<file path="src/design/keyboard_flag_stack_assert.svh">
// ----------------------------------------------------------------------------
// Keyboard flag stack assertion macros
// Short forms for the concurrent checks used in the flag stack RTL.
// ----------------------------------------------------------------------------
`ifndef KEYBOARD_FLAG_STACK_ASSERT_SVH
`define KEYBOARD_FLAG_STACK_ASSERT_SVH

// The condition holds at every clock edge outside reset.
`define KFS_ASSERT_HOLDS(label, clk, rst, cond, msg) \
   label: assert property (@(posedge clk) disable iff (rst) (cond)) else $error(msg);

// When the antecedent holds, the consequent holds at the same edge.
`define KFS_ASSERT_IMPLIES(label, clk, rst, ante, cons, msg) \
   label: assert property (@(posedge clk) disable iff (rst) (ante) |-> (cons)) else $error(msg);

// When the antecedent holds, the consequent holds at the next edge.
`define KFS_ASSERT_NEXT(label, clk, rst, ante, cons, msg) \
   label: assert property (@(posedge clk) disable iff (rst) (ante) |=> (cons)) else $error(msg);

`endif

</file>
<file path="src/design/kfs_pkg.sv">
`timescale 1ns / 1ps
// ----------------------------------------------------------------------------
// Keyboard flag stack package
// Field widths, command and set-operation codes, and width helpers.
// ----------------------------------------------------------------------------
package kfs_pkg;

   localparam int STACK_DEPTH_DEFAULT = 16;

   localparam int MODE_W   = 3;
   localparam int PCOUNT_W = 2;
   localparam int VALUE_W  = 16;
   localparam int FLAGS_W  = 8;

   localparam logic [MODE_W-1:0] MODE_QUERY = 3'd0;
   localparam logic [MODE_W-1:0] MODE_PUSH  = 3'd1;
   localparam logic [MODE_W-1:0] MODE_POP   = 3'd2;
   localparam logic [MODE_W-1:0] MODE_SET   = 3'd3;

   localparam logic [VALUE_W-1:0] SET_OP_REPLACE = 16'd1;
   localparam logic [VALUE_W-1:0] SET_OP_UNION   = 16'd2;
   localparam logic [VALUE_W-1:0] SET_OP_CLEAR   = 16'd3;

   // Bits needed to address a stack slot.
   function automatic int ptr_width(input int depth);
      return (depth > 1) ? $clog2(depth) : 1;
   endfunction

   // Bits needed to hold a fill count from zero up to the depth itself.
   function automatic int fill_width(input int depth);
      return $clog2(depth + 1);
   endfunction

endpackage

</file>
<file path="src/design/kfs_if.sv">
`timescale 1ns / 1ps
// ----------------------------------------------------------------------------
// Keyboard flag stack channel interfaces
// Command channel and reply channel, each with valid/ready handshake.
// ----------------------------------------------------------------------------
interface kfs_req_if;
   import kfs_pkg::*;

   logic               valid;
   logic               ready;
   logic [MODE_W-1:0]   mode;
   logic [PCOUNT_W-1:0] param_count;
   logic [VALUE_W-1:0]  first_value;
   logic [VALUE_W-1:0]  second_value;

   modport source (output valid, output mode, output param_count,
                   output first_value, output second_value, input ready);
   modport sink   (input valid, input mode, input param_count,
                   input first_value, input second_value, output ready);
endinterface

interface kfs_rsp_if;
   import kfs_pkg::*;

   logic               valid;
   logic               ready;
   logic [FLAGS_W-1:0]  reply_flags;

   modport source (output valid, output reply_flags, input ready);
   modport sink   (input valid, input reply_flags, output ready);
endinterface

</file>
<file path="src/design/kfs_wrap_add.sv">
`timescale 1ns / 1ps
// ----------------------------------------------------------------------------
// Keyboard flag stack wrapping adder
// Shared adder that forms a ring-buffer slot: (base + offset) mod depth.
// ----------------------------------------------------------------------------
module kfs_wrap_add #(
   parameter int DEPTH = kfs_pkg::STACK_DEPTH_DEFAULT
) (
   input  logic [kfs_pkg::ptr_width(DEPTH)-1:0]  base,
   input  logic [kfs_pkg::fill_width(DEPTH)-1:0] offset,
   output logic [kfs_pkg::ptr_width(DEPTH)-1:0]  sum
);
   import kfs_pkg::*;

   localparam int PTR_W  = ptr_width(DEPTH);
   localparam int FILL_W = fill_width(DEPTH);
   localparam int SUM_W  = FILL_W + 1;
   localparam logic [SUM_W-1:0] LIMIT = SUM_W'(DEPTH);

   logic [SUM_W-1:0] raw;
   logic [SUM_W-1:0] wrapped;

   // Base is below the depth and offset at most the depth, so a single
   // subtract brings the sum back into range.
   assign raw     = SUM_W'(base) + SUM_W'(offset);
   assign wrapped = (raw >= LIMIT) ? (raw - LIMIT) : raw;
   assign sum     = wrapped[PTR_W-1:0];

endmodule

</file>
<file path="src/design/kfs_stack_mem.sv">
`timescale 1ns / 1ps
// ----------------------------------------------------------------------------
// Keyboard flag stack storage
// Single-port memory of saved flag values with a registered read.
// ----------------------------------------------------------------------------
module kfs_stack_mem #(
   parameter int DEPTH = kfs_pkg::STACK_DEPTH_DEFAULT
) (
   input  logic                                  clock,
   input  logic                                  wr_en,
   input  logic                                  rd_en,
   input  logic [kfs_pkg::ptr_width(DEPTH)-1:0]  addr,
   input  logic [kfs_pkg::FLAGS_W-1:0]           wr_data,
   output logic [kfs_pkg::FLAGS_W-1:0]           rd_data
);
   import kfs_pkg::*;

   logic [FLAGS_W-1:0] mem [DEPTH];
   logic [FLAGS_W-1:0] rd_data_ff;

   always_ff @(posedge clock) begin
      if (wr_en) begin
         mem[addr] <= wr_data;
      end
   end

   always_ff @(posedge clock) begin
      if (rd_en) begin
         rd_data_ff <= mem[addr];
      end
   end

   assign rd_data = rd_data_ff;

endmodule

</file>
<file path="src/design/keyboard_flag_stack.sv">
`timescale 1ns / 1ps
`include "keyboard_flag_stack_assert.svh"
// ----------------------------------------------------------------------------
// Keyboard flag stack
// Keyboard-flags register with a bounded ring-buffer stack of earlier values.
// ----------------------------------------------------------------------------
//   Channel  Direction  Carries
//   req      in         mode, param_count, first_value, second_value
//   rsp      out        reply_flags (one item per query command)
//
// An item is accepted in the idle state and then runs through a small
// sequencer: set and ignored commands end in the execute step, a query
// waits there until the reply register is free, a push adds the write
// step and a pop the read and load steps, or none when it runs past the
// bottom of the stack. The steps follow from the single wrapping slot
// adder and the single-port stack memory with its registered read. Reset
// is synchronous and clears flags, fill count, ring head, the sequencer
// and the reply valid; the stack memory itself is never cleared. A stalled
// reply holds in its register while the next command is taken.
// ----------------------------------------------------------------------------
module keyboard_flag_stack #(
   parameter int STACK_DEPTH = kfs_pkg::STACK_DEPTH_DEFAULT
) (
   input  logic      clock,
   input  logic      reset,
   kfs_req_if.sink   req,
   kfs_rsp_if.source rsp
);
   import kfs_pkg::*;

   localparam int PTR_W  = ptr_width(STACK_DEPTH);
   localparam int FILL_W = fill_width(STACK_DEPTH);
   localparam logic [FILL_W-1:0] FILL_FULL  = FILL_W'(STACK_DEPTH);
   localparam logic [PTR_W:0]    HEAD_LIMIT = (PTR_W + 1)'(STACK_DEPTH);

   // Sequencer states, one-hot.
   typedef enum logic [4:0] {
      ST_IDLE  = 5'b00001,
      ST_EXEC  = 5'b00010,
      ST_WRITE = 5'b00100,
      ST_READ  = 5'b01000,
      ST_LOAD  = 5'b10000
   } state_type;

   state_type state_ff, state_in;

   // Captured command.
   logic [MODE_W-1:0]   mode_ff, mode_in;
   logic [PCOUNT_W-1:0] pcount_ff, pcount_in;
   logic [VALUE_W-1:0]  first_ff, first_in;
   logic [VALUE_W-1:0]  second_ff, second_in;

   // Architectural state. The stack is a ring: head_ff is the oldest slot
   // and fill_ff the number of saved entries, so dropping the oldest entry
   // on a full push is just a head advance.
   logic [FLAGS_W-1:0] flags_ff, flags_in;
   logic [FILL_W-1:0]  fill_ff, fill_in;
   logic [PTR_W-1:0]   head_ff, head_in;

   // Reply register.
   logic               rsp_valid_ff, rsp_valid_in;
   logic [FLAGS_W-1:0] rsp_flags_ff, rsp_flags_in;

   logic               accept;
   logic [FLAGS_W-1:0] arg;
   logic [VALUE_W-1:0] pop_count;
   logic               pop_fits;
   logic [VALUE_W-1:0] set_op;
   logic [FILL_W-1:0]  slot_offset;
   logic [PTR_W-1:0]   slot;
   logic [FLAGS_W-1:0] mem_rd_data;

   assign req.ready = (state_ff == ST_IDLE);
   assign accept    = req.valid && req.ready;

   // A missing first parameter reads as zero flags.
   assign arg       = (pcount_ff != '0) ? first_ff[FLAGS_W-1:0] : '0;
   // A pop always removes at least one entry.
   assign pop_count = ((pcount_ff != '0) && (first_ff > VALUE_W'(1))) ? first_ff
                                                                    : VALUE_W'(1);
   assign pop_fits  = (pop_count <= VALUE_W'(fill_ff));
   // Without a second parameter the set operation is a plain replace.
   assign set_op    = pcount_ff[1] ? second_ff : SET_OP_REPLACE;

   // The shared adder advances the head in the execute step and forms the
   // top-of-stack slot (head plus fill) in the write and read steps.
   assign slot_offset = (state_ff == ST_EXEC) ? FILL_W'(1) : fill_ff;

   kfs_wrap_add #(
      .DEPTH (STACK_DEPTH)
   ) u_wrap_add (
      .base   (head_ff),
      .offset (slot_offset),
      .sum    (slot)
   );

   kfs_stack_mem #(
      .DEPTH (STACK_DEPTH)
   ) u_stack_mem (
      .clock   (clock),
      .wr_en   (state_ff == ST_WRITE),
      .rd_en   (state_ff == ST_READ),
      .addr    (slot),
      .wr_data (flags_ff),
      .rd_data (mem_rd_data)
   );

   always_comb begin
      state_in     = state_ff;
      mode_in      = mode_ff;
      pcount_in    = pcount_ff;
      first_in     = first_ff;
      second_in    = second_ff;
      flags_in     = flags_ff;
      fill_in      = fill_ff;
      head_in      = head_ff;
      rsp_valid_in = rsp_valid_ff && !rsp.ready;
      rsp_flags_in = rsp_flags_ff;

      case (state_ff)
         ST_IDLE: begin
            if (accept) begin
               mode_in   = req.mode;
               pcount_in = req.param_count;
               first_in  = req.first_value;
               second_in = req.second_value;
               state_in  = ST_EXEC;
            end
         end
         ST_EXEC: begin
            case (mode_ff)
               MODE_QUERY: begin
                  // Wait here until the reply register is free.
                  if (!rsp_valid_ff || rsp.ready) begin
                     rsp_valid_in = 1'b1;
                     rsp_flags_in = flags_ff;
                     state_in     = ST_IDLE;
                  end
               end
               MODE_PUSH: begin
                  // A full stack gives up its oldest entry.
                  if (fill_ff == FILL_FULL) begin
                     head_in = slot;
                     fill_in = FILL_FULL - FILL_W'(1);
                  end
                  state_in = ST_WRITE;
               end
               MODE_POP: begin
                  if (pop_fits) begin
                     fill_in  = fill_ff - pop_count[FILL_W-1:0];
                     state_in = ST_READ;
                  end else begin
                     // Popping past the bottom empties the stack and
                     // clears the flags.
                     fill_in  = '0;
                     flags_in = '0;
                     state_in = ST_IDLE;
                  end
               end
               MODE_SET: begin
                  case (set_op)
                     SET_OP_UNION: flags_in = flags_ff | arg;
                     SET_OP_CLEAR: flags_in = flags_ff & ~arg;
                     default:      flags_in = arg;
                  endcase
                  state_in = ST_IDLE;
               end
               default: begin
                  state_in = ST_IDLE;
               end
            endcase
         end
         ST_WRITE: begin
            fill_in  = fill_ff + FILL_W'(1);
            flags_in = arg;
            state_in = ST_IDLE;
         end
         ST_READ: begin
            state_in = ST_LOAD;
         end
         ST_LOAD: begin
            flags_in = mem_rd_data;
            state_in = ST_IDLE;
         end
         default: begin
            state_in = ST_IDLE;
         end
      endcase
   end

   always_ff @(posedge clock) begin
      if (reset) begin
         state_ff     <= ST_IDLE;
         flags_ff     <= '0;
         fill_ff      <= '0;
         head_ff      <= '0;
         rsp_valid_ff <= 1'b0;
      end else begin
         state_ff     <= state_in;
         flags_ff     <= flags_in;
         fill_ff      <= fill_in;
         head_ff      <= head_in;
         rsp_valid_ff <= rsp_valid_in;
      end
   end

   always_ff @(posedge clock) begin
      mode_ff      <= mode_in;
      pcount_ff    <= pcount_in;
      first_ff     <= first_in;
      second_ff    <= second_in;
      rsp_flags_ff <= rsp_flags_in;
   end

   assign rsp.valid       = rsp_valid_ff;
   assign rsp.reply_flags = rsp_flags_ff;

   `KFS_ASSERT_HOLDS(a_fill_in_range, clock, reset, fill_ff <= FILL_FULL, "fill exceeds depth")
   `KFS_ASSERT_HOLDS(a_head_in_range, clock, reset, {1'b0, head_ff} < HEAD_LIMIT, "head outside ring")
   `KFS_ASSERT_NEXT(a_accept_to_exec, clock, reset, accept, state_ff == ST_EXEC, "accepted item not executed")
   `KFS_ASSERT_NEXT(a_write_grows, clock, reset, state_ff == ST_WRITE, fill_ff == $past(fill_ff) + FILL_W'(1), "push did not grow stack")

endmodule
</file>
<file path="src/flat_wrapper.sv">
// flat-port wrapper written by rule: the top's interface ports become plain ports
module keyboard_flag_stack_flat import kfs_pkg::*;
#(
   parameter int STACK_DEPTH = kfs_pkg::STACK_DEPTH_DEFAULT
)
  (clock, reset, req_valid, req_mode, req_param_count, req_first_value, req_second_value, req_ready, rsp_valid, rsp_reply_flags, rsp_ready);
  kfs_req_if req_i ();
  kfs_rsp_if rsp_i ();
  input  logic clock;
  input  logic reset;
  input wire logic [$bits(req_i.valid)-1:0] req_valid;
  input wire logic [$bits(req_i.mode)-1:0] req_mode;
  input wire logic [$bits(req_i.param_count)-1:0] req_param_count;
  input wire logic [$bits(req_i.first_value)-1:0] req_first_value;
  input wire logic [$bits(req_i.second_value)-1:0] req_second_value;
  output wire logic [$bits(req_i.ready)-1:0] req_ready;
  output wire logic [$bits(rsp_i.valid)-1:0] rsp_valid;
  output wire logic [$bits(rsp_i.reply_flags)-1:0] rsp_reply_flags;
  input wire logic [$bits(rsp_i.ready)-1:0] rsp_ready;
  assign req_i.valid = req_valid;
  assign req_i.mode = req_mode;
  assign req_i.param_count = req_param_count;
  assign req_i.first_value = req_first_value;
  assign req_i.second_value = req_second_value;
  assign req_ready = req_i.ready;
  assign rsp_valid = rsp_i.valid;
  assign rsp_reply_flags = rsp_i.reply_flags;
  assign rsp_i.ready = rsp_ready;
  keyboard_flag_stack #(.STACK_DEPTH(STACK_DEPTH)) u_core (.clock(clock), .reset(reset), .req(req_i), .rsp(rsp_i));
endmodule
</file>
<file path="config.mk">
export PLATFORM = sky130hd
export DESIGN_NAME = keyboard_flag_stack_flat
export DESIGN_NICKNAME = d
export VERILOG_FILES = /design/src/design/kfs_pkg.sv /design/src/design/kfs_if.sv /design/src/design/kfs_wrap_add.sv /design/src/design/kfs_stack_mem.sv /design/src/design/keyboard_flag_stack.sv /design/src/flat_wrapper.sv
export VERILOG_INCLUDE_DIRS = /design/src /design/src/design
export SDC_FILE = /design/constraint.sdc
export NUM_CORES = 1
export LEC_CHECK = 0
export BUFFER_PORTS_ARGS = -buffer_cell sky130_fd_sc_hd__clkbuf_2
export CORE_MARGIN = 2
export CORE_UTILIZATION = 30
export DETAILED_ROUTE_END_ITERATION = 10
export GPL_ROUTABILITY_DRIVEN = 0
export GPL_TIMING_DRIVEN = 1
export PLACE_DENSITY = 0.55
export RECOVER_POWER = 25
export SKIP_CTS_REPAIR_TIMING = 1
export SLEW_MARGIN = 5
export SYNTH_ARGS = -nofsm -noshare
export SYNTH_HDL_FRONTEND = slang
export SYNTH_SLANG_ARGS = --single-unit
</file>
<file path="constraint.sdc">
create_clock -name clock -period 3.1 [get_ports clock]
set_input_delay 0.31 -clock clock [delete_from_list [all_inputs] [get_ports clock]]
set_output_delay 0.31 -clock clock [all_outputs]
set_load 0.01 [all_outputs]
</file>
# Word-level counts from Yosys, hierarchy flattened
# Memories as Yosys holds them, arrays and structs flattened. A register that Yosys moved wholly into a read port is not among the register bits.
# Cells that the tools add are included.
[totals]
out_inout_bits = 10
ramBits = 128
elab_cells = 77
memories = 1
register_bits = 68
[classes]
bitwise = 3
reduce_logical = 16
magnitude_cmp = 3
eq_ne = 17
muxes = 23
n_addsub = 4
[mem_list]
columns = ["memory", "words", "word_bits", "read_ports", "rd_clocked_by_memory_dff", "write_ports", "line", "text"]
rows = [
  ["u_core.u_stack_mem.mem", 16, 8, 1, 1, 1, "kfs_stack_mem.sv:18", "logic [FLAGS_W-1:0] mem [DEPTH];"],
]
[op_table]
columns = ["operator", "n"]
rows = [
  ["== test 16 x 2 -> 1 bit (second input constant)", 2],
  ["two-way mux 16 bit", 2],
  ["case mux 8 bit (2 select lines)", 2],
  ["case mux 5 bit (3 select lines)", 2],
  ["two-way mux 5 bit", 5],
  ["case mux 8 bit (3 select lines)", 1],
  ["case mux 5 bit (2 select lines)", 2],
  ["> comparator 16 x 1 -> 1 bit (second input constant)", 1],
  ["less-or-equal comparator 16 x 5 -> 1 bit", 1],
  ["two-way mux 8 bit", 2],
  ["inequality test 3 bit (second input constant)", 5],
  ["AND reduction 3 bit", 4],
  ["== test 5 bit (second input constant)", 2],
  ["AND 8 bit", 1],
  ["two-way mux 4 bit", 2],
  ["inverter 8 bit", 1],
  ["bitwise OR 8 bit", 1],
  ["adder 4 x 5 -> 6 bit", 1],
  ["== test 3 x 2 -> 1 bit (second input constant)", 2],
  [">= comparator 6 x 5 -> 1 bit (second input constant)", 1],
  ["adder 5 x 1 -> 5 bit (second input constant)", 1],
  ["== test 5 x 1 -> 1 bit (second input constant)", 1],
  ["== test 5 x 2 -> 1 bit (second input constant)", 1],
  ["== test 5 x 3 -> 1 bit (second input constant)", 1],
  ["other kinds (13)", 22],
]

# Logic depth before layout (Yosys ltp)
[logic_depth]
ltp_word = 7
ltp_mapped = 11
mapped_depth_nobuf = 11

# Cells and area by module
# Synthesis repeated with hierarchy kept, for this count alone.
[unflattened]
hier_cells = 529
hier_area_um2 = 8536.9
[by_module_without_submodules]
columns = ["module", "area_each_um2", "cells_per_inst", "n_inst"]
rows = [
  ["kfs_stack_mem", 5147.4, 230, 1],
  ["keyboard_flag_stack", 3289.4, 290, 1],
  ["kfs_wrap_add", 100.1, 9, 1],
]

# Least setup slack after synthesis
# Ideal clock, no wire load.
[synth_timing]
path_kind = "reg-to-reg"
start = "reg u_core.state_ff[2]"
end = "mem u_core.u_stack_mem.mem[12][0], enable pin"
slack_ns = -0.249
arrival_time_ns = 2.954
t_required_ns = 2.705
stages_incl_launch_ff = 10
n_path_buf = 3
synth_period_minus_slack_ns = 3.349
path_cell_list = "dfxtp_1 > buf_6 > nor3_4 > nand2_4 > nand2_1 > ha_1 > fa_1 > buf_1 > clkbuf_1 > nor4_1"
[synth_via]
elab_chain_len = 5
[synth_rtl]
columns = ["item", "line", "text"]
rows = [
  ["start: declaration", "keyboard_flag_stack.sv:45", "state_type state_ff, state_in;"],
  ["start signal: assignment", "keyboard_flag_stack.sv:199", "state_ff <= state_in;"],
  ["== test 5 x 2 -> 1 bit *", "keyboard_flag_stack.sv:87", "assign slot_offset = (state_ff == ST_EXEC) ? FILL_W'(1) : fill_ff;"],
  ["two-way mux 5 bit *", "keyboard_flag_stack.sv:87", ""],
  ["adder 4 x 5 -> 6 bit *", "kfs_wrap_add.sv:25", "assign raw = SUM_W'(base) + SUM_W'(offset);"],
  [">= comparator 6 x 5 -> 1 bit or subtractor 4 x 1 -> 4 bit (tied branches)", "kfs_wrap_add.sv:26", "assign wrapped = (raw >= LIMIT) ? (raw - LIMIT) : raw;"],
  ["two-way mux 4 bit *", "kfs_wrap_add.sv:26", ""],
  ["net u_core.slot[1]", "keyboard_flag_stack.sv:70", "logic [PTR_W-1:0] slot;"],
  ["end: declaration", "kfs_stack_mem.sv:18", ""],
]
# The timed path passes the listed nets; every way through them passes the cells marked *.

# Worst setup path after layout
[layout_timing]
start = "reg u_core.state_ff[0]"
end = "mem u_core.u_stack_mem.mem[0][7], enable pin"
[layout_via]
elab_chain_len = 5
[layout_rtl]
columns = ["item", "line"]
rows = [
  ["== test 5 x 2 -> 1 bit", "keyboard_flag_stack.sv:87"],
  ["two-way mux 5 bit", "keyboard_flag_stack.sv:87"],
  ["adder 4 x 5 -> 6 bit", "kfs_wrap_add.sv:25"],
  [">= comparator 6 x 5 -> 1 bit or subtractor 4 x 1 -> 4 bit (tied branches)", "kfs_wrap_add.sv:26"],
  ["two-way mux 4 bit", "kfs_wrap_add.sv:26"],
]
# Several ways; a longest one is shown, not always the timed one.

==> flow_metrics.env <==
export IMPL_io_pin_count=51
export IMPL_timing_worst_slew_pin_value_ns=0.982
export IMPL_ys_dominant_reg_cell="edfxtp_1"
export IMPL_setup_viol_count_final=0
export IMPL_max_slew_margin_rel_pct=34.4
export IMPL_reg2reg_setup_slack_ns=0.14
export IMPL_worstPathRequired_ns=3.30
export IMPL_startpoint="u_core.state_ff[0]$_SDFFE_PP1P_"
export IMPL_average_via_count_per_standard_cell=4.69
export IMPL_synth_edf_count=181
export IMPL_layout_min_cycle_time_ns=2.96
export IMPL_setup_total_negative_slack_ns=0
export IMPL_global_route_overflow_total=0
export IMPL_fin_total_pwr_mw=6.01
export IMPL_die_height_um=171
export IMPL_grt_pass1_vias=5010
export IMPL_initial_utilization_pct=30.4
export IMPL_ys_types=54
export IMPL_drt_wirelength_per_cell_um=18.2
export IMPL_area_of_the_core_um2=27700
export IMPL_dr_first_iter_drc_count=366
export IMPL_cts_tree="done"
export IMPL_syn2layout_area_growth_pct=24.6
export IMPL_htree_levels=1
export IMPL_final_cells=1055
export IMPL_clockRootBuffer="clkbuf_16"
export IMPL_synthDominantCellAreaShare_pct=64.6
export IMPL_finish_net_count=717
export IMPL_clk_pin_slew_ns=0.06
export IMPL_slew_viol_final=0
export IMPL_async_flop_share_pct=0
export IMPL_max_clock_freq_mhz=338
export IMPL_final_layout_size_suffix_gt1_share_pct=25.3
export IMPL_syn_mean_instance_area_um2=15.9
export IMPL_placed_cell_area_um2=9340
export IMPL_drc=0
export IMPL_die_width_um=171
export IMPL_cts_buf_count=23
export IMPL_hpwlAfterDp_mm=13.0
export IMPL_placedCellCount=975
export IMPL_floorplan_die_area_um2=29400
export IMPL_worstSetupPathType="reg2reg"
export IMPL_synthDominantAreaCellType="edfxtp_1"
export IMPL_timing_reg2reg_worst_path_depth=9
export IMPL_design_area_um2=10500
export IMPL_grt_start_max_net_pins=37
export IMPL_vias=4947
export IMPL_worst_ep_arrival_time_ns=3.16
export IMPL_grt_setup_unrepaired="false"
export IMPL_r2r_end="u_core.u_stack_mem.mem[0][7]$_DFFE_PP_"
export IMPL_critical_path_startpoint_type="register"
export IMPL_post_synth_net_total=586
export IMPL_dr_pass1_iters=4
export IMPL_postSynthCellCount=529
export IMPL_worst_ir_drop_vdd_mv=0.340
export IMPL_clock_sink_count=204
export IMPL_hold_path_startpoint="req_valid"
export IMPL_clock_insertion_delay_worst_skew_ns=0.52
export IMPL_netlist_top_cells_area="edfxtp_1 65%, mux4_2 8.6%, dfxtp_1 5.5%, nor2_1 2.1%, ha_1 2.1%"
export IMPL_synth_yosys_warnings=0
export IMPL_fin_crit_sh_pct=95.3
export IMPL_fin_worst_skew_ns=0.0255
export IMPL_yosys_register_bits=204
export IMPL_ys_seq_area_share_pct=70.1
export IMPL_run_status="finished, final reports clean"
export IMPL_worst_path_max_fanout=8
export IMPL_detail_route_wirelength_mm=19.2
export IMPL_max_cap_violations=0
export IMPL_grt_total_usage_pct=13.1
export IMPL_row_count=61
export IMPL_netlist_area_um2=8410
export IMPL_antenna_violations_before_repair=0
export IMPL_hold_path_class="in2reg"
export IMPL_detail_route_antenna_nets=0
export IMPL_timing_hold_violations_final=0
export IMPL_critPathCaptureType="register"
export IMPL_timing_critical_path_to="u_core.u_stack_mem.mem[0][7]$_DFFE_PP_"
export IMPL_powerDensity_nw_per_um2=574
export IMPL_cts_root_to_sink_buffers=3
export IMPL_crit_reg2reg_launch="u_core.state_ff[0]$_SDFFE_PP1P_"
export IMPL_num_antenna_cells=0
export IMPL_buffer_ports_inserted=50
export IMPL_grt_pass1_wl_mm=29.0
export IMPL_total_leakage_power_nw=3.73
worst max-delay path: stages (launching register included):
cell     delay, ns
dfxtp_1       0.37
nor3_4        0.32
a21oi_1       0.18
ha_1          0.30
a21o_1        0.16
a21oi_2       0.19
xnor3_2       0.43
or2_4         0.28
nor4_4        0.20
buf_4         0.21
metal layers:
| metal | GRT usage (%) | share of wire [%] | routed length, um |
|---|---|---|---|
| met2 | 21.1 | 47 | 8980 |
| met3 | 2.12 | 4.1 | 789 |
| met1 | 18.2 | 46 | 8900 |
| met4 | 4.24 | 3.0 | 571 |
| met5 | 0 | 0 | 0 |
worst min path at each step:
stage	endpoint	cells past startpoint	slack, ns
after floorplan	u_core.first_ff[0]$_DFFE_PP_	0	0.41
after global placement	u_core.head_ff[2]$_SDFFE_PP0P_	2	0.48
after detailed placement	u_core.second_ff[13]$_DFFE_PP_	1	0.49
after CTS	u_core.mode_ff[2]$_DFFE_PP_	1	-0.05
after global routing	u_core.state_ff[1]$_SDFFE_PP0P_	3	0.12
final	u_core.state_ff[1]$_SDFFE_PP0P_	3	0.09
area by class of cell:
| cell class | instances | area, um^2 |
|---|---|---|
| fillers | 2591 | 17200 |
| flip-flops and latches | 204 | 5900 |
| multi-input cells | 281 | 2350 |
| repair buffers | 121 | 901 |
| clock buffers | 25 | 583 |
| well taps | 378 | 473 |
| clock inverters | 17 | 168 |
| inverters | 29 | 109 |
placed cells by master, fill, tap and decap left out, drive strengths merged, types with 2 or more instances in the layout:
master         n
edfxtp       181
clkbuf        75
nor2          49
nand2         39
dlygate4sd3   37
buf           34
mux4          32
inv           30
dfxtp         23
a21oi         20
nor3          18
ha            14
nand3         12
nor4          11
o21ai         10
clkinv         9
a211oi         7
xor2           6
o22ai          6
a221o          6
and3           5
nor2b          5
xnor2          4
nand4          4
clkinvlp       4
a21o           3
mux2i          3
bufinv         3
or2            3
o41ai          3
a31oi          2
nor4bb         2
o31a           2
fa             2
power breakdown:
group / switching, mW / internal, mW
Combinational: 0.144 / 0.129
Sequential: 0.0333 / 3.02
Clock: 1.07 / 1.61
Total: 1.25 / 4.76
cell usage after synthesis, types with 3 or more instances:
cell and count:
a211oi_1 7, dfxtp_1 23, inv_1 29, mux4_2 32
xnor2_1 4, a21oi_1 19, edfxtp_1 181, clkbuf_1 5
nand3_1 12, nor2b_1 4, o22ai_1 6, nor2_1 47
nand4_1 4, and3_1 5, xor2_1 6, mux2i_1 3
a221o_1 6, buf_2 7, nor3_1 17, o21ai_0 10
ha_1 14, nand2_4 3, nor4_1 9, nand2_1 36
a21o_1 3
state kept, by name (all words and copies together) (netlist names):
| signal | count |
|---|---|
| u_core.pcount_ff | 2 |
| u_core.second_ff | 16 |
| u_core.head_ff | 4 |
| u_core.first_ff | 16 |
| u_core.rsp.valid | 1 |
| u_core.u_stack_mem.mem | 128 |
| u_core.fill_ff | 5 |
| u_core.rsp.reply_flags | 8 |
| u_core.state_ff | 5 |
| u_core.u_stack_mem.rd_data | 8 |
| u_core.flags_ff | 8 |
| u_core.mode_ff | 3 |
through the flow:
step / setup WS (ns) / utilization [%] / hold WS, ns
after floorplan: -0.249 / - / 0.409
after global placement: 0.149 / 33.7 / 0.480
after detailed placement: 0.0898 / 33.7 / 0.489
after CTS: 0.0776 / 36.4 / -0.0479
after global routing: 0.0159 / 37.8 / 0.117
final: 0.145 / 37.8 / 0.0907
cells by family after synthesis:
family | after synthesis | synth area share, %
flops | 204 | 70.1
simple gates | 153 | 9.31
compound gates | 66 | 5.61
buf+inv | 44 | 2.16
mux | 35 | 8.93
fa+ha+maj | 16 | 2.56
xor+xnor | 11 | 1.32
No activity file was read; power rests on OpenSTA's default activity.
